**config.mk**
```make
export PLATFORM = sky130hd
export DESIGN_NAME = ccbd_ctrl
export DESIGN_NICKNAME = d
export VERILOG_FILES = /design/src/hdl/ccbd_pkg.sv /design/src/hdl/ccbd_ctrl.sv
export VERILOG_INCLUDE_DIRS = /design/src /design/src/hdl
export SDC_FILE = /design/constraint.sdc
export NUM_CORES = 1
export LEC_CHECK = 0
export ABC_AREA = 1
export CORE_AREA = 2 2 39 41
export CTS_CLUSTER_DIAMETER = 120
export CTS_CLUSTER_SIZE = 12
export DETAILED_ROUTE_END_ITERATION = 8
export DIE_AREA = 0 0 41 43
export DONT_BUFFER_PORTS = 1
export PLACE_DENSITY = 0.3
export SLEW_MARGIN = 25
export SYNTH_ARGS = -nofsm -noshare
export SYNTH_HDL_FRONTEND = slang
export SYNTH_SLANG_ARGS = --single-unit
```
**constraint.sdc**
```tcl
create_clock -name clk -period 0.8 [get_ports clk]
set_input_delay 0.08 -clock clk [delete_from_list [all_inputs] [get_ports clk]]
set_output_delay 0.08 -clock clk [all_outputs]
set_load 0.05 [all_outputs]
```
**src/hdl/console_cpu_bus_decoder_macros.svh**
```systemverilog
// Assertion macros for the console CPU bus decoder.
// Included by ccbd_ctrl, which carries concurrent assertions; no other dependencies.
`ifndef CONSOLE_CPU_BUS_DECODER_MACROS_SVH
`define CONSOLE_CPU_BUS_DECODER_MACROS_SVH

// Same-cycle implication, disabled during reset.
`define CCBD_ASSERT_IMP(label, clk, rst, ante, cons) \
  label: assert property (@(posedge clk) disable iff (rst) (ante) |-> (cons)) \
    else $error("ccbd: same-cycle check failed");

// Next-cycle implication, disabled during reset.
`define CCBD_ASSERT_NXT(label, clk, rst, ante, cons) \
  label: assert property (@(posedge clk) disable iff (rst) (ante) |=> (cons)) \
    else $error("ccbd: next-cycle check failed");

`endif

```
**src/hdl/ccbd_pkg.sv**
```systemverilog
// Shared types, constants and helper functions for the console CPU bus decoder.
// Used by ccbd_ctrl, ccbd_datapath and console_cpu_bus_decoder; no dependencies.
`timescale 1ns / 1ps
`default_nettype none

package ccbd_pkg;

  localparam int unsigned CPU_RAM_BYTES_DEF   = 8192;
  localparam int unsigned VIDEO_RAM_BYTES_DEF = 8192;
  localparam int unsigned IO_BYTES_DEF        = 32;

  typedef enum logic [2:0] {
    OP_CPU_WRITE    = 3'd0,
    OP_CPU_READ     = 3'd1,
    OP_VRAM_READ    = 3'd2,
    OP_SET_VBLANK   = 3'd3,
    OP_CLEAR_VBLANK = 3'd4,
    OP_LOAD_BUTTONS = 3'd5
  } op_t;

  localparam logic [2:0] REG_CTRL   = 3'd0;
  localparam logic [2:0] REG_STATUS = 3'd2;
  localparam logic [2:0] REG_SCROLL = 3'd5;
  localparam logic [2:0] REG_ADDR   = 3'd6;
  localparam logic [2:0] REG_DATA   = 3'd7;

  localparam logic [15:0] PPU_BASE      = 16'h2000;
  localparam logic [15:0] IO_BASE       = 16'h4000;
  localparam logic [15:0] UNMAPPED_BASE = 16'h4020;
  localparam logic [15:0] JOYPAD_ADDR   = 16'h4016;

  localparam int unsigned VBLANK_BIT   = 7;
  localparam int unsigned CTRL_INC_BIT = 2;
  localparam int unsigned VADDR_W      = 14;
  localparam logic [VADDR_W-1:0] INC_ROW = 14'd32;
  localparam logic [VADDR_W-1:0] INC_COL = 14'd1;

  typedef enum logic [1:0] {
    SRC_BYTE,
    SRC_CPU_RAM,
    SRC_VRAM
  } rd_src_t;

  typedef enum logic {
    ST_IDLE,
    ST_FINISH
  } state_t;

  typedef struct packed {
    logic accept;
    logic load_out;
  } cmd_t;

  // Reduces a 13-bit offset into a window of at least 2048 bytes.
  function automatic logic [12:0] wrap_index(input logic [12:0] v, input logic [13:0] m);
    logic [13:0] r;
    r = {1'b0, v};
    for (int i = 0; i < 4; i++) begin
      if (r >= m) begin
        r = r - m;
      end
    end
    return r[12:0];
  endfunction

endpackage

`default_nettype wire

```
**src/hdl/ccbd_ctrl.sv**
```systemverilog
// Request sequencer for the console CPU bus decoder: state machine and result valid.
// Depends on ccbd_pkg and console_cpu_bus_decoder_macros.svh.
`timescale 1ns / 1ps
`default_nettype none
`include "console_cpu_bus_decoder_macros.svh"

module ccbd_ctrl (
  input  wire logic          clk,
  input  wire logic          rst,
  input  wire logic          in_valid,
  output logic               in_ready,
  output logic               out_valid,
  input  wire logic          out_ready,
  output ccbd_pkg::cmd_t     cmd
);

  ccbd_pkg::state_t state;
  ccbd_pkg::state_t state_next;
  logic             out_free;

  always_ff @(posedge clk) begin
    if (rst) begin
      state     <= ccbd_pkg::ST_IDLE;
      out_valid <= 1'b0;
    end else begin
      state <= state_next;
      if (cmd.load_out) begin
        out_valid <= 1'b1;
      end else if (out_ready) begin
        out_valid <= 1'b0;
      end
    end
  end

  always_comb begin
    out_free     = !out_valid || out_ready;
    state_next   = state;
    in_ready     = 1'b0;
    cmd.accept   = 1'b0;
    cmd.load_out = 1'b0;
    case (state)
      ccbd_pkg::ST_IDLE: begin
        in_ready = 1'b1;
        if (in_valid) begin
          cmd.accept = 1'b1;
          state_next = ccbd_pkg::ST_FINISH;
        end
      end
      ccbd_pkg::ST_FINISH: begin
        if (out_free) begin
          cmd.load_out = 1'b1;
          in_ready     = 1'b1;
          if (in_valid) begin
            cmd.accept = 1'b1;
          end else begin
            state_next = ccbd_pkg::ST_IDLE;
          end
        end
      end
      default: begin
        state_next = ccbd_pkg::ST_IDLE;
      end
    endcase
  end

  `CCBD_ASSERT_NXT(a_accept_finishes, clk, rst, cmd.accept, state == ccbd_pkg::ST_FINISH)
  `CCBD_ASSERT_IMP(a_result_moves, clk, rst, (state == ccbd_pkg::ST_FINISH) && out_free, cmd.load_out)
  `CCBD_ASSERT_NXT(a_load_shows_result, clk, rst, cmd.load_out, out_valid)

endmodule

`default_nettype wire

```
==> run_results.csv <==
group,metric,value,unit
layout,layout.nets,30,
worst_setup_path,cp-endpoint,"in_ready",
worst_setup_path,crit_path_end_kind,"output pin",
synthesis,seq_area_frac_synth,0.438,
grt,antenna_found_initial,0,
worst_setup_path,crit_start,"out_valid$_SDFFE_PP0P_",
synthesis,synthFlopType,"dfxtp_1",
run_status,status,"finished with violations",
power,vdd_drop_max,0.415,mV
worst_setup_path,worstSetupPathType,"reg -> out",
synthesis,ys_top_cells_by_area,"dfxtp_1 (44%), inv_1 (16%), a21oi_1 (11%), nand3_2 (11%), a21oi_2 (9.6%)",
worst_setup_path,reg2reg_depth,3,
grt,grt_pass1_wl,455,µm
grt,grt_pass1_vias,123,
synthesis,yosysWarnings,0,
worst_setup_path,ff2ff_setup_slack,0.07,ns
die,start_util,0.0660,
layout,drive_gt1_frac,0.680,
timing,setup_viol,4,
worst_setup_path,crit_path_start_kind,"flop",
synthesis,avgSynthCellArea,7.61,µm²
routing,drc,0,
grt,grtUsageTotal,0.0470,
die,placementRows,14,
clocking,cts_buffers,3,
timing,fin_crit_sh,1.26,
layout,utilization,0.196,
die,die_h,43,µm
grt,grt_max_degree,4,
place,hpwl,216,µm
routing,ant_nets,0,
timing,finalHoldViolCount,0,
worst_setup_path,crit_arrival,0.93,ns
synthesis,synth.most_common_cell,"inv_1",
routing,met3WireLength,52,µm
routing,wl_met2,112,µm
timing,fin_crit,1.01,ns
routing,routed_via_density,3.05,
routing,vias,125,
timing,max_freq,992,MHz
synthesis,async_flop_share,0,
routing,routed_wl,297,µm
clocking,root_buffer,"clkbuf_4",
clocking,clock_path_buffers,2,
synthesis,syn-num-nets,16,
clocking,clk_pin_slew_worst_paths,0.03,ns
synthesis,synth_commonest_cells,"inv_1 (4), a21oi_1 (2), dfxtp_1 (2), nand2_1 (2)",
timing,final_critical_path_setup_slack,-0.208,ns
power,power,475,µW
die,core_area,1380,µm²
timing,slew_headroom,0.898,
synthesis,synth.cell_area,91.3,µm²
synthesis,yosys.area.top_type_share,0.438,
routing,dr.max_layer_used,"met4",
clocking,cts.sinks,2,
routing,drt_first_pass_iters,2,
timing,slew_viol_final,0,
place,gp_congestion,0.606,
timing,tightest_slew,0.153,ns
run_status,failed_checks,"negative setup slack",
clocking,insertion_delay,0.23,ns
routing,drtIter0Drc,1,
worst_setup_path,required,0.72,ns
synthesis,yosysUniqueCellTypes,6,
power,power_density,1750,nW/µm²
timing,setup_tns,-0.744,ns
layout,syn_to_final_growth,197,%
clocking,cts_tree,"yes",
place,dpl_cell_area,209,µm²
worst_setup_path,reg2reg_from,"out_valid$_SDFFE_PP0P_",
routing,routedLengthMet1,111,µm
worst_setup_path,reg2reg_to,"state$_SDFF_PP0_",
timing,fin_worst_skew,0.00541,ns
synthesis,synth-edff-count,0,
worst_setup_path,cp_max_fo,3,
routing,wl_per_cell,7.24,µm
timing,rsz0062_at_grt,"true",
layout,design_area,272,µm²
flow_run,maxCapViolCount,0,
die,dieArea,1760,µm²
worst_hold_path,hold_path.class,"in -> reg",
die,ios,8,
place,port_buffers,0,
synthesis,synth_area_leader_cell,"dfxtp_1",
synthesis,synth_cells,12,
grt,overflow,0,
clocking,htreeDepth,1,
die,die_w,41,µm
synthesis,synth_seq_cells,2,
power,leakage,0.119,nW
layout,num_antenna_cells,0,
[layout by cell type, fill, tap and decap left out]
cell type | synthesis | routed
nand3_4 | 0 | 1
clkbuf_4 | 0 | 3
buf_12 | 0 | 3
a21oi_1 | 2 | 1
nand2_1 | 2 | 2
dfxtp_2 | 0 | 1
a21oi_2 | 1 | 2
inv_1 | 4 | 2
dfxtp_4 | 0 | 1
dlygate4sd3_1 | 0 | 2
inv_2 | 0 | 2
buf_6 | 0 | 2
clkbuf_1 | 0 | 1
buf_4 | 0 | 2
[registers in the layout (all words and copies together), names as in the netlist]
name,cells
state,1
out_valid,1
[worst max-delay path: stages, from the launching register on]
cell and delay, ns:
dfxtp_4 0.35, nand3_4 0.07, buf_6 0.13, buf_12 0.14
[stage by stage]
step / hold WS [ns] / instances / setup WS (ns)
floorplan: 0.139 / 12 / -0.259
global placement: 0.141 / 34 / -0.00680
detailed placement: 0.142 / 34 / -0.0223
CTS: 0.0809 / 41 / -0.217
global route: 0.105 / 41 / -0.238
finish: 0.0862 / 41 / -0.208
[layout make-up]
type	instances	area, µm²
Timing Repair Buffer	9	118
Sequential cell	2	45.0
Multi-Input combinational cell	6	47.5
Inverter	4	15.0
Clock buffer	4	26.3
Fill cell	163	1110
Tap cell	16	20.0
[how the worst min path moves through the flow]
stage / from / to / cells after the start
2_1_floorplan: rst / out_valid$_SDFFE_PP0P_ / 1
3_3_place_gp: rst / out_valid$_SDFFE_PP0P_ / 1
3_5_place_dp: rst / out_valid$_SDFFE_PP0P_ / 1
4_1_cts: out_ready / out_valid$_SDFFE_PP0P_ / 3
5_1_grt: out_ready / out_valid$_SDFFE_PP0P_ / 3
6_report: out_ready / out_valid$_SDFFE_PP0P_ / 3
[report_power, final]
group          switching (mW)  total (mW)  internal (mW)
Clock                  0.0663       0.252          0.186
Combinational          0.0579       0.111         0.0526
Sequential            0.00692       0.113          0.106
[per-layer routing]
metal	global-route usage	up-vias
li1	-	62
met2	0.0438	10
met4	0.0800	0
met5	0	-
met3	0.0366	4
met1	0.0446	49
[logic make-up (layout without fill, tap and decap cells)]
family,Yosys count,after routing,synth area share
compound gates,3,3,0.206
buf+inv,4,17,0.164
simple gates,3,3,0.192
flops,2,2,0.438
[timing repair]
action | 4_1_cts | 5_1_grt
hold endpoints to repair | 2 | 0
buffers inserted | 1 | 0
cloned | 0 | 0
gates resized for setup | 5 | 0
pin swaps | 0 | 0
hold buffers | 2 | 0
setup endpoints to repair | 4 | 4
Note: power is estimated with default switching activity, not from simulation.
